### config.mk
export PLATFORM = sky130hd
export DESIGN_NAME = wpa_rsn_ie_parser_flat
export DESIGN_NICKNAME = d
export VERILOG_FILES = /design/src/rtl/wrsn_pkg.sv /design/src/rtl/wrsn_if.sv /design/src/rtl/wpa_rsn_ie_parser.sv /design/src/flat_wrapper.sv
export SDC_FILE = /design/constraint.sdc
export NUM_CORES = 1
export LEC_CHECK = 0
export ABC_CLOCK_PERIOD_IN_PS = 7400
export BUFFER_PORTS_ARGS = -buffer_cell sky130_fd_sc_hd__buf_2
export CAP_MARGIN = 10
export CORE_MARGIN = 2
export CORE_UTILIZATION = 45
export CTS_CLUSTER_SIZE = 12
export DETAILED_ROUTE_END_ITERATION = 7
export PLACE_DENSITY_LB_ADDON = 0.12
export SLEW_MARGIN = 5
export SYNTH_ARGS = -nofsm -noshare
export SYNTH_HDL_FRONTEND = slang
export SYNTH_SLANG_ARGS = --single-unit
### constraint.sdc
create_clock -name i_clk -period 7.4 [get_ports i_clk]
set_input_delay 0.74 -clock i_clk [delete_from_list [all_inputs] [get_ports i_clk]]
set_output_delay 0.74 -clock i_clk [all_outputs]
set_load 0.005 [all_outputs]
### src/rtl/wrsn_pkg.sv
// Shared types, constants and helpers for the WPA/RSN element parser.
package wrsn_pkg;

    // Field widths of the byte and record words
    localparam int BYTE_W  = 8;
    localparam int REM_W   = 16;
    localparam int KIND_W  = 3;
    localparam int CODE_W  = 3;
    localparam int VER_W   = 16;
    localparam int IKIND_W = 2;

    // Records one byte can cause at most, and default group queue depth
    localparam int MAX_REC   = 4;
    localparam int REC_N_W   = $clog2(MAX_REC + 1);
    localparam int GRP_DEPTH = 4;

    // Element ids and WPA vendor type
    localparam logic [BYTE_W-1:0] ID_RSN   = 8'h30;
    localparam logic [BYTE_W-1:0] ID_WPA   = 8'hdd;
    localparam logic [BYTE_W-1:0] WPA_TYPE = 8'h01;

    // Element kinds
    localparam logic [IKIND_W-1:0] IK_NONE = 2'd0;
    localparam logic [IKIND_W-1:0] IK_WPA  = 2'd1;
    localparam logic [IKIND_W-1:0] IK_RSN  = 2'd2;

    // Record kinds
    localparam logic [KIND_W-1:0] REC_HDR  = 3'd0;
    localparam logic [KIND_W-1:0] REC_GRP  = 3'd1;
    localparam logic [KIND_W-1:0] REC_PAIR = 3'd2;
    localparam logic [KIND_W-1:0] REC_AKM  = 3'd3;
    localparam logic [KIND_W-1:0] REC_END  = 3'd4;

    // Suite codes
    localparam logic [CODE_W-1:0] CODE_NONE    = 3'd0;
    localparam logic [CODE_W-1:0] CODE_TKIP    = 3'd2;
    localparam logic [CODE_W-1:0] CODE_UNKNOWN = 3'd6;
    localparam logic [CODE_W-1:0] CODE_PROP    = 3'd7;
    localparam logic [BYTE_W-1:0] CIPHER_KNOWN = 8'd6;
    localparam logic [BYTE_W-1:0] AKM_KNOWN    = 8'd3;

    // Parser phase
    typedef enum logic [3:0] {
        PH_IDLE = 4'd0,
        PH_LEN  = 4'd1,
        PH_WOUI = 4'd2,
        PH_VLO  = 4'd3,
        PH_VHI  = 4'd4,
        PH_GRP  = 4'd5,
        PH_PLO  = 4'd6,
        PH_PHI  = 4'd7,
        PH_PSU  = 4'd8,
        PH_ALO  = 4'd9,
        PH_AHI  = 4'd10,
        PH_ASU  = 4'd11
    } t_phase;

    // One result record
    typedef struct packed {
        logic [KIND_W-1:0]  kind;
        logic [CODE_W-1:0]  code;
        logic [VER_W-1:0]   ver;
        logic [IKIND_W-1:0] ikind;
        logic               last;
    } t_rec;

    // All records caused by one byte
    typedef struct packed {
        logic [REC_N_W-1:0]       n;
        t_rec [MAX_REC-1:0]       rec;
    } t_group;

    function automatic t_rec mk_rec(logic [KIND_W-1:0] kind, logic [CODE_W-1:0] code,
                                    logic [VER_W-1:0] ver, logic [IKIND_W-1:0] ikind,
                                    logic last);
        t_rec r;
        r.kind  = kind;
        r.code  = code;
        r.ver   = ver;
        r.ikind = ikind;
        r.last  = last;
        return r;
    endfunction

    // Suite OUI byte: 00-0F-AC for RSN, 00-50-F2 for WPA
    function automatic logic [BYTE_W-1:0] oui_byte(logic is_rsn, logic [1:0] idx);
        logic [BYTE_W-1:0] v;
        case (idx)
            2'd0:    v = 8'h00;
            2'd1:    v = is_rsn ? 8'h0f : 8'h50;
            2'd2:    v = is_rsn ? 8'hac : 8'hf2;
            default: v = 8'h00;
        endcase
        return v;
    endfunction

    // Decode a suite type byte against the collected OUI match
    function automatic logic [CODE_W-1:0] suite_code(logic oui_ok, logic [BYTE_W-1:0] b,
                                                     logic [BYTE_W-1:0] known);
        logic [CODE_W-1:0] c;
        if (!oui_ok)
            c = CODE_PROP;
        else if (b < known)
            c = b[CODE_W-1:0];
        else
            c = CODE_UNKNOWN;
        return c;
    endfunction

endpackage

### src/rtl/wrsn_if.sv
// Valid/ready channel interfaces for element bytes and parsed records.
interface wrsn_in_if;
    logic                           valid;
    logic                           ready;
    logic [wrsn_pkg::BYTE_W-1:0]    ie_byte;
    logic                           elem_start;
    logic [wrsn_pkg::REM_W-1:0]     bytes_remaining;

    modport source (output valid, ie_byte, elem_start, bytes_remaining, input ready);
    modport sink   (input valid, ie_byte, elem_start, bytes_remaining, output ready);
endinterface

interface wrsn_out_if;
    logic                           valid;
    logic                           ready;
    logic [wrsn_pkg::KIND_W-1:0]    record_kind;
    logic [wrsn_pkg::CODE_W-1:0]    suite_code;
    logic [wrsn_pkg::VER_W-1:0]     ie_version;
    logic [wrsn_pkg::IKIND_W-1:0]   ie_kind;
    logic                           last_record;

    modport source (output valid, record_kind, suite_code, ie_version, ie_kind, last_record,
                    input ready);
    modport sink   (input valid, record_kind, suite_code, ie_version, ie_kind, last_record,
                    output ready);
endinterface

### src/rtl/wpa_rsn_ie_parser.sv
// WPA/RSN information element parser: byte register, parse step, record group queue.
//
//  channel  | dir | word                                         | accepted when
//  ---------+-----+----------------------------------------------+---------------------
//  i_in     | in  | ie_byte, elem_start, bytes_remaining         | valid && ready
//  o_out    | out | record_kind, suite_code, ie_version, ie_kind,| valid && ready
//           |     | last_record                                  |
//
// One byte per cycle while i_in.ready is high: a byte is registered, then parsed in the
// next cycle, and the 0 to 4 records it causes go as one group into a queue of GRP_DEPTH
// groups. Records leave one per cycle while o_out.ready is high; i_in.ready comes from the
// queue fill count alone (room for two groups). The first record of a byte can be taken
// once the byte has passed the byte register and its group has been written to the queue.
// Reset (synchronous, active low) empties the queue and returns the parser to idle.
// A stalled output only slows input once the queue holds more than GRP_DEPTH-2 groups.
module wpa_rsn_ie_parser #(
    parameter int GRP_DEPTH = wrsn_pkg::GRP_DEPTH  // power of two, at least 2
) (
    input  logic        i_clk,
    input  logic        i_rst_n,
    wrsn_in_if.sink     i_in,
    wrsn_out_if.source  o_out
);

    localparam int PTR_W = (GRP_DEPTH > 1) ? $clog2(GRP_DEPTH) : 1;
    localparam int CNT_W = $clog2(GRP_DEPTH + 1);
    localparam int CMP_W = wrsn_pkg::REM_W + 3;

    // Input byte register
    logic                           r_in_vld;
    logic [wrsn_pkg::BYTE_W-1:0]    r_b;
    logic                           r_start;
    logic [wrsn_pkg::REM_W-1:0]     r_rem;

    // Parser state
    logic [15:0]                    r_bo,   n_bo;
    logic [15:0]                    r_len,  n_len;
    wrsn_pkg::t_phase               r_phase, n_phase;
    logic [wrsn_pkg::IKIND_W-1:0]   r_kind, n_kind;
    logic [15:0]                    r_sc,   n_sc;
    logic                           r_oui,  n_oui;
    logic [7:0]                     r_low,  n_low;

    // Group queue
    wrsn_pkg::t_group               r_grp [GRP_DEPTH];
    logic [PTR_W-1:0]               r_wp, r_rp;
    logic [CNT_W-1:0]               r_cnt;
    logic [1:0]                     r_idx;

    // Parse step signals
    wrsn_pkg::t_group               g;
    logic                           fin, fin_rej;
    logic [15:0]                    bo_inc;
    logic [CMP_W-1:0]               len_x, next_x, cnt4_x;
    logic [15:0]                    cnt;
    logic [8:0]                     len_byte;
    logic [15:0]                    len_clamp;
    logic [1:0]                     pos;
    logic                           is_rsn;
    logic                           push, pop;
    wrsn_pkg::t_group               head;

    function automatic wrsn_pkg::t_group push_rec(wrsn_pkg::t_group gi, wrsn_pkg::t_rec r);
        wrsn_pkg::t_group go;
        go = gi;
        go.rec[gi.n[1:0]] = r;
        go.n = gi.n + wrsn_pkg::REC_N_W'(1);
        return go;
    endfunction

    assign i_in.ready = (r_cnt <= CNT_W'(GRP_DEPTH - 2));

    // Input byte register
    always_ff @(posedge i_clk) begin
        if (!i_rst_n) begin
            r_in_vld <= 1'b0;
        end else begin
            r_in_vld <= i_in.valid && i_in.ready;
        end
        if (i_in.valid && i_in.ready) begin
            r_b     <= i_in.ie_byte;
            r_start <= i_in.elem_start;
            r_rem   <= i_in.bytes_remaining;
        end
    end

    // Shared terms of the parse step
    assign bo_inc    = r_bo + 16'd1;
    assign next_x    = CMP_W'(bo_inc) + CMP_W'(1);
    assign len_x     = CMP_W'(r_len);
    assign cnt       = {r_b, r_low};
    assign cnt4_x    = CMP_W'({cnt, 2'b00});
    assign len_byte  = {1'b0, r_b} + 9'd2;
    assign len_clamp = (16'(len_byte) > r_len) ? r_len : 16'(len_byte);
    assign is_rsn    = (r_kind == wrsn_pkg::IK_RSN);

    always_comb begin
        unique case (r_phase)
            wrsn_pkg::PH_WOUI: pos = bo_inc[1:0] - 2'd2;
            wrsn_pkg::PH_PSU:  pos = bo_inc[1:0] + 2'd2;
            default:           pos = bo_inc[1:0];
        endcase
    end

    // Parse step: next state and the record group of the registered byte
    always_comb begin
        n_bo    = r_bo;
        n_len   = r_len;
        n_phase = r_phase;
        n_kind  = r_kind;
        n_sc    = r_sc;
        n_oui   = r_oui;
        n_low   = r_low;
        g       = '0;
        fin     = 1'b0;
        fin_rej = 1'b0;

        if (r_start) begin
            n_bo  = '0;
            n_sc  = '0;
            n_oui = 1'b1;
            n_low = '0;
            if (r_b == wrsn_pkg::ID_RSN || r_b == wrsn_pkg::ID_WPA) begin
                n_kind = (r_b == wrsn_pkg::ID_RSN) ? wrsn_pkg::IK_RSN : wrsn_pkg::IK_WPA;
                if (r_rem < 16'd2) begin
                    fin     = 1'b1;
                    fin_rej = 1'b1;
                end else begin
                    n_len   = r_rem;
                    n_phase = wrsn_pkg::PH_LEN;
                end
            end else begin
                fin     = 1'b1;
                fin_rej = 1'b1;
            end
        end else if (r_phase != wrsn_pkg::PH_IDLE) begin
            n_bo = bo_inc;
            unique case (r_phase) inside
                wrsn_pkg::PH_LEN: begin
                    n_len = len_clamp;
                    if (is_rsn) begin
                        if (len_clamp < 16'd4) begin
                            fin = 1'b1; fin_rej = 1'b1;
                        end else begin
                            n_phase = wrsn_pkg::PH_VLO;
                        end
                    end else if (len_clamp < 16'd8) begin
                        fin = 1'b1; fin_rej = 1'b1;
                    end else begin
                        n_oui   = 1'b1;
                        n_phase = wrsn_pkg::PH_WOUI;
                    end
                end
                wrsn_pkg::PH_WOUI: begin
                    if (pos != 2'd3) begin
                        n_oui = r_oui && (r_b == wrsn_pkg::oui_byte(1'b0, pos));
                    end else if (!r_oui || r_b != wrsn_pkg::WPA_TYPE) begin
                        fin = 1'b1; fin_rej = 1'b1;
                    end else begin
                        n_phase = wrsn_pkg::PH_VLO;
                    end
                end
                wrsn_pkg::PH_VLO, wrsn_pkg::PH_PLO, wrsn_pkg::PH_ALO: begin
                    n_low = r_b;
                    case (r_phase)
                        wrsn_pkg::PH_VLO: n_phase = wrsn_pkg::PH_VHI;
                        wrsn_pkg::PH_PLO: n_phase = wrsn_pkg::PH_PHI;
                        default:          n_phase = wrsn_pkg::PH_AHI;
                    endcase
                end
                wrsn_pkg::PH_VHI: begin
                    g = push_rec(g, wrsn_pkg::mk_rec(wrsn_pkg::REC_HDR, wrsn_pkg::CODE_NONE,
                                                     {r_b, r_low}, r_kind, 1'b0));
                    if (len_x < next_x + CMP_W'(4)) begin
                        // no room for a group suite: TKIP defaults
                        g = push_rec(g, wrsn_pkg::mk_rec(wrsn_pkg::REC_GRP, wrsn_pkg::CODE_TKIP,
                                                         '0, r_kind, 1'b0));
                        g = push_rec(g, wrsn_pkg::mk_rec(wrsn_pkg::REC_PAIR,
                                                         wrsn_pkg::CODE_TKIP, '0, r_kind, 1'b0));
                        fin = 1'b1;
                    end else begin
                        n_oui   = 1'b1;
                        n_phase = wrsn_pkg::PH_GRP;
                    end
                end
                wrsn_pkg::PH_GRP, wrsn_pkg::PH_PSU, wrsn_pkg::PH_ASU: begin
                    if (pos == 2'd0) begin
                        n_oui = (r_b == wrsn_pkg::oui_byte(is_rsn, pos));
                    end else if (pos != 2'd3) begin
                        n_oui = r_oui && (r_b == wrsn_pkg::oui_byte(is_rsn, pos));
                    end else begin
                        case (r_phase)
                            wrsn_pkg::PH_GRP: begin
                                g = push_rec(g, wrsn_pkg::mk_rec(wrsn_pkg::REC_GRP,
                                    wrsn_pkg::suite_code(r_oui, r_b, wrsn_pkg::CIPHER_KNOWN),
                                    '0, r_kind, 1'b0));
                                if (len_x < next_x + CMP_W'(2)) begin
                                    // no room for a pairwise count
                                    g = push_rec(g, wrsn_pkg::mk_rec(wrsn_pkg::REC_PAIR,
                                        wrsn_pkg::CODE_TKIP, '0, r_kind, 1'b0));
                                    fin = 1'b1;
                                end else begin
                                    n_phase = wrsn_pkg::PH_PLO;
                                end
                            end
                            wrsn_pkg::PH_PSU: begin
                                g = push_rec(g, wrsn_pkg::mk_rec(wrsn_pkg::REC_PAIR,
                                    wrsn_pkg::suite_code(r_oui, r_b, wrsn_pkg::CIPHER_KNOWN),
                                    '0, r_kind, 1'b0));
                                n_sc = r_sc - 16'd1;
                                if (r_sc == 16'd1) begin
                                    if (len_x < next_x + CMP_W'(2))
                                        fin = 1'b1;
                                    else
                                        n_phase = wrsn_pkg::PH_ALO;
                                end
                            end
                            default: begin
                                g = push_rec(g, wrsn_pkg::mk_rec(wrsn_pkg::REC_AKM,
                                    wrsn_pkg::suite_code(r_oui, r_b, wrsn_pkg::AKM_KNOWN),
                                    '0, r_kind, 1'b0));
                                n_sc = r_sc - 16'd1;
                                if (r_sc == 16'd1)
                                    fin = 1'b1;
                            end
                        endcase
                    end
                end
                wrsn_pkg::PH_PHI: begin
                    if (len_x < next_x + cnt4_x) begin
                        fin = 1'b1;
                    end else if (cnt == 16'd0) begin
                        // empty pairwise list: key-management count must fit
                        if (len_x < next_x + CMP_W'(2))
                            fin = 1'b1;
                        else
                            n_phase = wrsn_pkg::PH_ALO;
                    end else begin
                        n_sc    = cnt;
                        n_phase = wrsn_pkg::PH_PSU;
                    end
                end
                wrsn_pkg::PH_AHI: begin
                    if (len_x < next_x + cnt4_x || cnt == 16'd0) begin
                        fin = 1'b1;
                    end else begin
                        n_sc    = cnt;
                        n_phase = wrsn_pkg::PH_ASU;
                    end
                end
                default: begin
                    n_phase = wrsn_pkg::PH_IDLE;
                end
            endcase
        end

        // End record closes the group
        if (fin) begin
            n_phase = wrsn_pkg::PH_IDLE;
            if (fin_rej)
                n_kind = wrsn_pkg::IK_NONE;
            g = push_rec(g, wrsn_pkg::mk_rec(wrsn_pkg::REC_END, wrsn_pkg::CODE_NONE, '0,
                                             fin_rej ? wrsn_pkg::IK_NONE : r_kind, 1'b1));
        end
    end

    // Parser state registers
    always_ff @(posedge i_clk) begin
        if (!i_rst_n) begin
            r_bo    <= '0;
            r_len   <= '0;
            r_phase <= wrsn_pkg::PH_IDLE;
            r_kind  <= wrsn_pkg::IK_NONE;
            r_sc    <= '0;
            r_oui   <= 1'b1;
            r_low   <= '0;
        end else if (r_in_vld) begin
            r_bo    <= n_bo;
            r_len   <= n_len;
            r_phase <= n_phase;
            r_kind  <= n_kind;
            r_sc    <= n_sc;
            r_oui   <= n_oui;
            r_low   <= n_low;
        end
    end

    // Group queue: at most one group in per byte, one record out per word
    assign head  = r_grp[r_rp];
    assign push  = r_in_vld && (g.n != '0);
    assign pop   = o_out.valid && o_out.ready &&
                   ({1'b0, r_idx} == head.n - wrsn_pkg::REC_N_W'(1));

    always_ff @(posedge i_clk) begin
        if (!i_rst_n) begin
            r_wp  <= '0;
            r_rp  <= '0;
            r_cnt <= '0;
            r_idx <= '0;
        end else begin
            if (push)
                r_wp <= r_wp + PTR_W'(1);
            if (pop) begin
                r_rp  <= r_rp + PTR_W'(1);
                r_idx <= '0;
            end else if (o_out.valid && o_out.ready) begin
                r_idx <= r_idx + 2'd1;
            end
            r_cnt <= r_cnt + CNT_W'(push) - CNT_W'(pop);
        end
        if (push)
            r_grp[r_wp] <= g;
    end

    // Output word
    assign o_out.valid       = (r_cnt != '0);
    assign o_out.record_kind = head.rec[r_idx].kind;
    assign o_out.suite_code  = head.rec[r_idx].code;
    assign o_out.ie_version  = head.rec[r_idx].ver;
    assign o_out.ie_kind     = head.rec[r_idx].ikind;
    assign o_out.last_record = head.rec[r_idx].last;

endmodule
### src/flat_wrapper.sv
// flat-port wrapper written by rule: the top's interface ports become plain ports
module wpa_rsn_ie_parser_flat 
#(
    parameter int GRP_DEPTH = wrsn_pkg::GRP_DEPTH                             
)
  (i_clk, i_rst_n, i_in_valid, i_in_ie_byte, i_in_elem_start, i_in_bytes_remaining, i_in_ready, o_out_valid, o_out_record_kind, o_out_suite_code, o_out_ie_version, o_out_ie_kind, o_out_last_record, o_out_ready);
  wrsn_in_if i_in_i ();
  wrsn_out_if o_out_i ();
  input  logic i_clk;
  input  logic i_rst_n;
  input wire logic [$bits(i_in_i.valid)-1:0] i_in_valid;
  input wire logic [$bits(i_in_i.ie_byte)-1:0] i_in_ie_byte;
  input wire logic [$bits(i_in_i.elem_start)-1:0] i_in_elem_start;
  input wire logic [$bits(i_in_i.bytes_remaining)-1:0] i_in_bytes_remaining;
  output wire logic [$bits(i_in_i.ready)-1:0] i_in_ready;
  output wire logic [$bits(o_out_i.valid)-1:0] o_out_valid;
  output wire logic [$bits(o_out_i.record_kind)-1:0] o_out_record_kind;
  output wire logic [$bits(o_out_i.suite_code)-1:0] o_out_suite_code;
  output wire logic [$bits(o_out_i.ie_version)-1:0] o_out_ie_version;
  output wire logic [$bits(o_out_i.ie_kind)-1:0] o_out_ie_kind;
  output wire logic [$bits(o_out_i.last_record)-1:0] o_out_last_record;
  input wire logic [$bits(o_out_i.ready)-1:0] o_out_ready;
  assign i_in_i.valid = i_in_valid;
  assign i_in_i.ie_byte = i_in_ie_byte;
  assign i_in_i.elem_start = i_in_elem_start;
  assign i_in_i.bytes_remaining = i_in_bytes_remaining;
  assign i_in_ready = i_in_i.ready;
  assign o_out_valid = o_out_i.valid;
  assign o_out_record_kind = o_out_i.record_kind;
  assign o_out_suite_code = o_out_i.suite_code;
  assign o_out_ie_version = o_out_i.ie_version;
  assign o_out_ie_kind = o_out_i.ie_kind;
  assign o_out_last_record = o_out_i.last_record;
  assign o_out_i.ready = o_out_ready;
  wpa_rsn_ie_parser #(.GRP_DEPTH(GRP_DEPTH)) u_core (.i_clk(i_clk), .i_rst_n(i_rst_n), .i_in(i_in_i), .o_out(o_out_i));
endmodule
==> flow_metrics.env, run 1 <==
export IMPL_cts_buffers=28
export IMPL_grt_pass1_vias=11100
export IMPL_nNetsFinal=1586
export IMPL_setup_violations=0
export IMPL_ys_seq_area_share_pct=46.3
export IMPL_syn_inst=1402
export IMPL_critPathCaptureType="flip-flop"
export IMPL_path_class="reg -> reg"
export IMPL_worst_hold_slack_ns=0.383
export IMPL_crit_start="u_core.r_bo[0]$_SDFFE_PN0P_"
export IMPL_hp_class="in -> reg"
export IMPL_worst_ep_required_time_ns=7.61
export IMPL_final_area_um2=16800
export IMPL_slowest_delay_ns=0.61
export IMPL_switching_share_pct=24.0
export IMPL_grt_max_degree=51
export IMPL_ys_seq_elements=256
export IMPL_avgSynthCellArea_um2=10.7
export IMPL_clkTransAtPathRegs_ns=0.06
export IMPL_cts_hold_fix_buffers=0
export IMPL_rows=66
export IMPL_regToRegStartpoint="u_core.r_bo[0]$_SDFFE_PN0P_"
export IMPL_wire_per_inst_um=20.7
export IMPL_die_y_um=186
export IMPL_drive_gt1_share_pct=15.2
export IMPL_path_delay_family="compound AO/OA/AOI/OAI gates"
export IMPL_clock_sinks=256
export IMPL_rrSetupSlack_ns=0.51
export IMPL_crit_top_cell="a21oi_1"
export IMPL_hold_depth=1
export IMPL_ys_warn_count=0
export IMPL_synth_edf_count=181
export IMPL_antenna_cells=0
export IMPL_cts_setup_buffers=0
export IMPL_r2r_cells=26
export IMPL_first_iter_violations=990
export IMPL_io_buffers=55
export IMPL_place_area_um2=15900
export IMPL_antenna_found_initial=0
export IMPL_start_kind="flip-flop"
export IMPL_root_buffer="clkbuf_16"
export IMPL_fin_crit_sh_pct=93.2
export IMPL_synth_top_area_share_pct=36.3
export IMPL_tightest_slew_ns=1.03
export IMPL_fin_tns_setup_ns=0
export IMPL_finalMaxSlewViolations=0
export IMPL_p_leak_nw=6.31
export IMPL_grt_use_total_pct=22.8
export IMPL_powerDensity_nw_per_um2=197
export IMPL_final_util_pct=51.6
export IMPL_finClkSkew_ns=0.0297
export IMPL_wl_um=39900
export IMPL_vias_per_cell=5.85
export IMPL_area_delta_synth_final_pct=12.4
export IMPL_synth_top_area_cell="edfxtp_1"
export IMPL_p_comb_share_pct=9.9
export IMPL_clkPwrFrac_pct=41.6
export IMPL_p_int_mw=2.52
export IMPL_rr_endpoint="u_core.r_grp[0][12]$_DFFE_PP_"
export IMPL_insertion_delay_ns=0.55
export IMPL_seq_power_share_pct=48.5
export IMPL_netlist_top_cells_count="181 x edfxtp_1, 106 x nor2_1, 105 x a21oi_1, 103 x nand2_1, 91 x ha_1"
export IMPL_core_area_um2=32600
export IMPL_htreeDepth=1
export IMPL_synthArstFlopShare_pct=0
export IMPL_synth_most_common_cell="edfxtp_1"
export IMPL_max_cap_violations=0
export IMPL_vdd_drop_max_mv=0.143
export IMPL_holdCritStartpoint="i_in_ie_byte[1]"
export IMPL_crit_slowest_cell="or4b_4"
export IMPL_vias=11300
export IMPL_cts_max_path_buffers=3
export IMPL_rsz0062_at_grt="no"
export IMPL_synth_flop_cell="edfxtp_1"
export IMPL_final_cells=1928
export IMPL_finalCriticalPeriod_ns=6.89
export IMPL_ctsResizeCount=0
export IMPL_io_pins=56
export IMPL_die_w_um=186
export IMPL_synthTopCellsByArea="edfxtp_1 36%, dfxtp_1 10%, ha_1 7.6%"
export IMPL_post_dp_hpwl_um=28500
export IMPL_fmax_ghz=0.145
export IMPL_hold_violations=0
export IMPL_dieArea_um2=34800
export IMPL_holdPathEnd="u_core.r_b[1]$_DFFE_PP_"
export IMPL_antenna_left=0
export IMPL_crit_arrival_ns=7.11
export IMPL_start_util_pct=45.9
export IMPL_syn_cell_area_um2=15000
export IMPL_critPathBufInv=4
export IMPL_crit_path_max_fanout=39
export IMPL_cts_tree="built"
export IMPL_placed_cells=1876
export IMPL_dr_pass1_iters=5
export IMPL_status="complete, no violations"
export IMPL_synth_distinct_cells=88
export IMPL_p_sw_uw=794
export IMPL_overflow=0
export IMPL_gp_congestion=0.911
export IMPL_drc=0
export IMPL_slew_limit_headroom_pct=31.2
export IMPL_synth_fp_nets=1524
export IMPL_grt_pass1_wl_um=62900
-- through the flow --
step	worst slack (ns)	total power, mW
6_report	0.505	3.31
5_1_grt	0.0667	3.44
4_1_cts	0.275	3.34
3_5_place_dp	0.353	1.96
3_3_place_gp	0.256	1.96
2_1_floorplan	0.421	1.83
-- cells in the final DEF, fill, tap and decap left out, drive strengths merged, types with 5 or more instances in the layout --
cell type / Yosys / routed
or3: 5 / 5
or2: 7 / 7
o21bai: 5 / 5
a22oi: 10 / 10
a211oi: 6 / 6
nand4: 30 / 30
a31oi: 13 / 13
nor3: 33 / 33
nand3: 49 / 49
a21o: 21 / 21
o31ai: 11 / 11
ha: 91 / 91
a21oi: 105 / 105
clkinv: 2 / 10
nor2b: 34 / 34
nand2b: 13 / 13
mux4: 41 / 41
xnor2: 45 / 45
mux2i: 15 / 15
o211ai: 8 / 8
o21ai: 67 / 67
a221oi: 5 / 5
o22ai: 11 / 11
edfxtp: 181 / 181
inv: 47 / 47
buf: 21 / 102
xor2: 38 / 38
nand2: 103 / 103
nor4: 27 / 27
and3: 12 / 12
o21a: 10 / 10
nor2: 106 / 106
dfxtp: 75 / 75
clkbuf: 49 / 41
and2: 38 / 38
-- how the worst max path moves through the flow --
stage	end	slack, ns	depth (start not counted)
6_report	u_core.r_grp[0][12]$_DFFE_PP_	0.51	26
2_1_floorplan	u_core.r_grp[2][100]$_DFFE_PP_	0.42	22
3_5_place_dp	u_core.r_grp[0][11]$_DFFE_PP_	0.35	27
5_1_grt	u_core.r_grp[0][10]$_DFFE_PP_	0.07	26
4_1_cts	u_core.r_grp[0][10]$_DFFE_PP_	0.27	26
3_3_place_gp	u_core.r_grp[1][12]$_DFFE_PP_	0.26	24
-- kinds of logic (layout without fill, tap and decap cells) --
family / Yosys count / count (layout) / synth area share (%)
AND/OR/NAND/NOR: 487 / 487 / 17.1
AO/OA/AOI/OAI: 305 / 305 / 12.8
flip-flops: 256 / 256 / 46.3
buffers and inverters: 119 / 203 / 3.39
adder cells (fa/ha/maj): 93 / 93 / 7.87
XOR/XNOR: 83 / 83 / 5.00
multiplexers: 59 / 59 / 7.48
-- registers in the layout, indices dropped and copies added (netlist names), 4 cells and up, named ones only --
register and count:
u_core.r_grp 156, u_core.r_len 16, u_core.r_b 8, u_core.r_bo 16, u_core.r_sc 16, u_core.r_low 8, u_core.r_phase 4, u_core.r_rem 16
-- per-layer routing --
metal | global-route usage, % | vias up | share of wire (%)
met3 | 3.31 | 82 | 5.4
li1 | - | 5362 | -
met1 | 31.4 | 5544 | 45
met2 | 37.4 | 297 | 47
met4 | 7.33 | 0 | 3.2
met5 | 0 | - | 0
-- power groups by stage --
| stage | logic, mW | registers, mW | clock network, mW |
|---|---|---|---|
| after floorplan | 0.231 | 1.60 | 0 |
| after global placement | 0.323 | 1.63 | 0 |
| after detailed placement | 0.326 | 1.63 | 0 |
| after CTS | 0.328 | 1.60 | 1.41 |
| after global routing | 0.366 | 1.61 | 1.47 |
| final | 0.328 | 1.61 | 1.38 |
-- final cells by class --
type                       count  area, um^2
clock buffer                  41         769
clock inverter                11         144
fill                        2942       15800
inverter                      49         184
multi-input combinational   1027        7560
sequential                   256        6940
tap                          442         553
timing repair buffer         102         678
(Power assumes the default switching activity.)
==> run 2: changes to the inputs <==
--- a/config.mk
+++ b/config.mk
@@ -7,3 +7,3 @@
 export LEC_CHECK = 0
-export ABC_CLOCK_PERIOD_IN_PS = 7400
+export ABC_CLOCK_PERIOD_IN_PS = 8800
 export BUFFER_PORTS_ARGS = -buffer_cell sky130_fd_sc_hd__buf_2
==> constraint.sdc (replaced) <==
create_clock -name i_clk -period 8.8 [get_ports i_clk]
set_input_delay 0.88 -clock i_clk [delete_from_list [all_inputs] [get_ports i_clk]]
set_output_delay 0.88 -clock i_clk [all_outputs]
set_load 0.1 [all_outputs]
==> run 2 against run 1 <==
Sequential cell count unchanged. Setup slack gained 0.064 ns. Non-clock buffer count shrank 25. Final cell count down 1.6%. Sequential share of layout area is 0.77 points higher. Count of clock-buffer cells in the layout is 3 lower. Global-route usage fell by 0.45 points. Register-to-register slack gained 0.06 ns. Combinational power grew 16%. First-iteration DRC count decreased by 22%. Critical path depth is 4 lower. Clock skew is 0.0055 ns lower. Critical path type unchanged.
==> flow_metrics.env, run 2 (same netlist as run 1, synthesis figures left out) <==
export IMPL_status="complete, no violations"
export IMPL_grt_max_degree=51
export IMPL_antenna_left=0
export IMPL_worst_ep_required_time_ns=9.06
export IMPL_core_area_um2=32600
export IMPL_grt_pass1_wl_um=61900
export IMPL_clock_sinks=256
export IMPL_largest_register_ffs=156
export IMPL_finalMaxSlewViolations=0
export IMPL_crit_arrival_ns=8.49
export IMPL_tightest_slew_ns=1.10
export IMPL_drive_gt1_share_pct=13.3
export IMPL_r2r_cells=22
export IMPL_root_buffer="clkbuf_16"
export IMPL_final_area_um2=16500
export IMPL_dieArea_um2=34800
export IMPL_place_area_um2=15700
export IMPL_rsz0062_at_grt="no"
export IMPL_clkTransAtPathRegs_ns=0.06
export IMPL_most_common_layout_cells="181 x edfxtp_1, 106 x nor2_1, 105 x a21oi_1, 103 x nand2_1, 91 x ha_1"
export IMPL_cts_buffers=28
export IMPL_fillers=2936
export IMPL_slew_limit_headroom_pct=26.7
export IMPL_fin_crit_sh_pct=93.5
export IMPL_finalCriticalPeriod_ns=8.23
export IMPL_die_w_um=186
export IMPL_first_iter_violations=777
export IMPL_grt_pass1_vias=10800
export IMPL_wire_per_inst_um=20.7
export IMPL_dr_pass1_iters=5
export IMPL_rows=66
export IMPL_io_buffers=55
export IMPL_critPathCaptureType="flip-flop"
export IMPL_cts_setup_buffers=0
export IMPL_p_leak_nw=6.14
export IMPL_finClkSkew_ns=0.0242
export IMPL_final_common_cell="edfxtp_1"
export IMPL_area_delta_synth_final_pct=10.3
export IMPL_gp_congestion=0.917
export IMPL_hold_violations=0
export IMPL_fin_tns_setup_ns=0
export IMPL_insertion_delay_ns=0.57
export IMPL_antenna_found_initial=0
export IMPL_cts_tree="built"
export IMPL_overflow=0
export IMPL_vdd_drop_max_mv=0.136
export IMPL_max_cap_violations=0
export IMPL_start_util_pct=45.9
export IMPL_fmax_ghz=0.121
export IMPL_cts_hold_fix_buffers=0
export IMPL_nNetsFinal=1561
export IMPL_post_dp_hpwl_um=28100
export IMPL_hp_class="reg -> reg"
export IMPL_start_kind="flip-flop"
export IMPL_crit_path_max_fanout=20
export IMPL_vias_per_cell=5.86
export IMPL_top_register="u_core.r_grp"
export IMPL_hold_depth=2
export IMPL_wl_um=39400
export IMPL_final_util_pct=50.7
export IMPL_htreeDepth=1
export IMPL_grt_use_total_pct=22.4
export IMPL_io_pins=56
export IMPL_vias=11100
export IMPL_drc=0
export IMPL_path_class="reg -> reg"
export IMPL_cts_max_path_buffers=3
export IMPL_setup_violations=0
export IMPL_die_y_um=186
export IMPL_antenna_cells=0
export IMPL_ctsResizeCount=0
export IMPL_powerDensity_nw_per_um2=171
run 2: worst paths after layout:
check / end / from / slack [ns]
worst max register to register: u_core.r_grp[2][45]$_DFFE_PP_ / u_core.r_bo[0]$_SDFFE_PN0P_ / 0.57
worst min register to register: u_core.r_sc[7]$_SDFFE_PN0P_ / u_core.r_sc[7]$_SDFFE_PN0P_ / 0.47
worst min-delay path: u_core.r_sc[7]$_SDFFE_PN0P_ / u_core.r_sc[7]$_SDFFE_PN0P_ / 0.47
worst max-delay path: u_core.r_grp[2][45]$_DFFE_PP_ / u_core.r_bo[0]$_SDFFE_PN0P_ / 0.57
run 2: critical path, stage by stage (launching register included):
cell	delay [ns]
dfxtp_1	0.70
inv_1	0.24
ha_1	0.45
or4b_4	0.59
a221oi_4	0.31
a31oi_1	0.14
a31oi_1	0.51
nand4_2	0.37
nor4b_1	0.48
nand3_1	0.14
xor2_1	0.17
ha_1	0.31
nand3_1	0.09
o311ai_0	0.67
nand2_1	0.29
o21ai_1	0.51
nand2_1	0.22
ha_1	0.34
nor2_1	0.04
a31o_2	0.26
mux2i_4	0.24
and2_2	0.55
buf_12	0.25
run 2: through the flow:
step,worst slack [ns],std cells,power [mW],hold WS [ns]
final,0.569,1898,2.83,0.471
after global routing,0.0156,1898,2.93,0.470
after CTS,0.602,1898,2.85,0.463
after detailed placement,0.627,1851,1.75,0.470
after global placement,0.943,1851,1.75,0.459
after floorplan,1.82,1402,1.65,0.444
run 2: layout make-up:
class	instances	area, um^2	area share (%)
inverters	49	184	1.11
clock inverters	9	104	0.629
multi-input cells	1027	7540	45.6
well taps	442	553	3.35
flip-flops and latches	256	6940	42.0
clock buffers	38	748	4.53
repair buffers	77	453	2.74
run 2: power by group:
| group | internal (mW) | leakage, nW | total [mW] | switching [mW] |
|---|---|---|---|---|
| clock network | 0.625 | 0.411 | 1.10 | 0.474 |
| logic | 0.111 | 3.29 | 0.381 | 0.270 |
| registers | 1.31 | 2.44 | 1.35 | 0.0388 |
run 2: layer usage:
metal / wire (um) / global-route usage (%) / vias up / part of all wire, %
li1: - / - / 5310 / -
met4: 1140 / 6.68 / 0 / 2.9
met1: 17500 / 30.5 / 5430 / 44
met3: 2020 / 2.69 / 71 / 5.1
met5: 0 / 0 / - / 0
met2: 18800 / 37.6 / 309 / 48
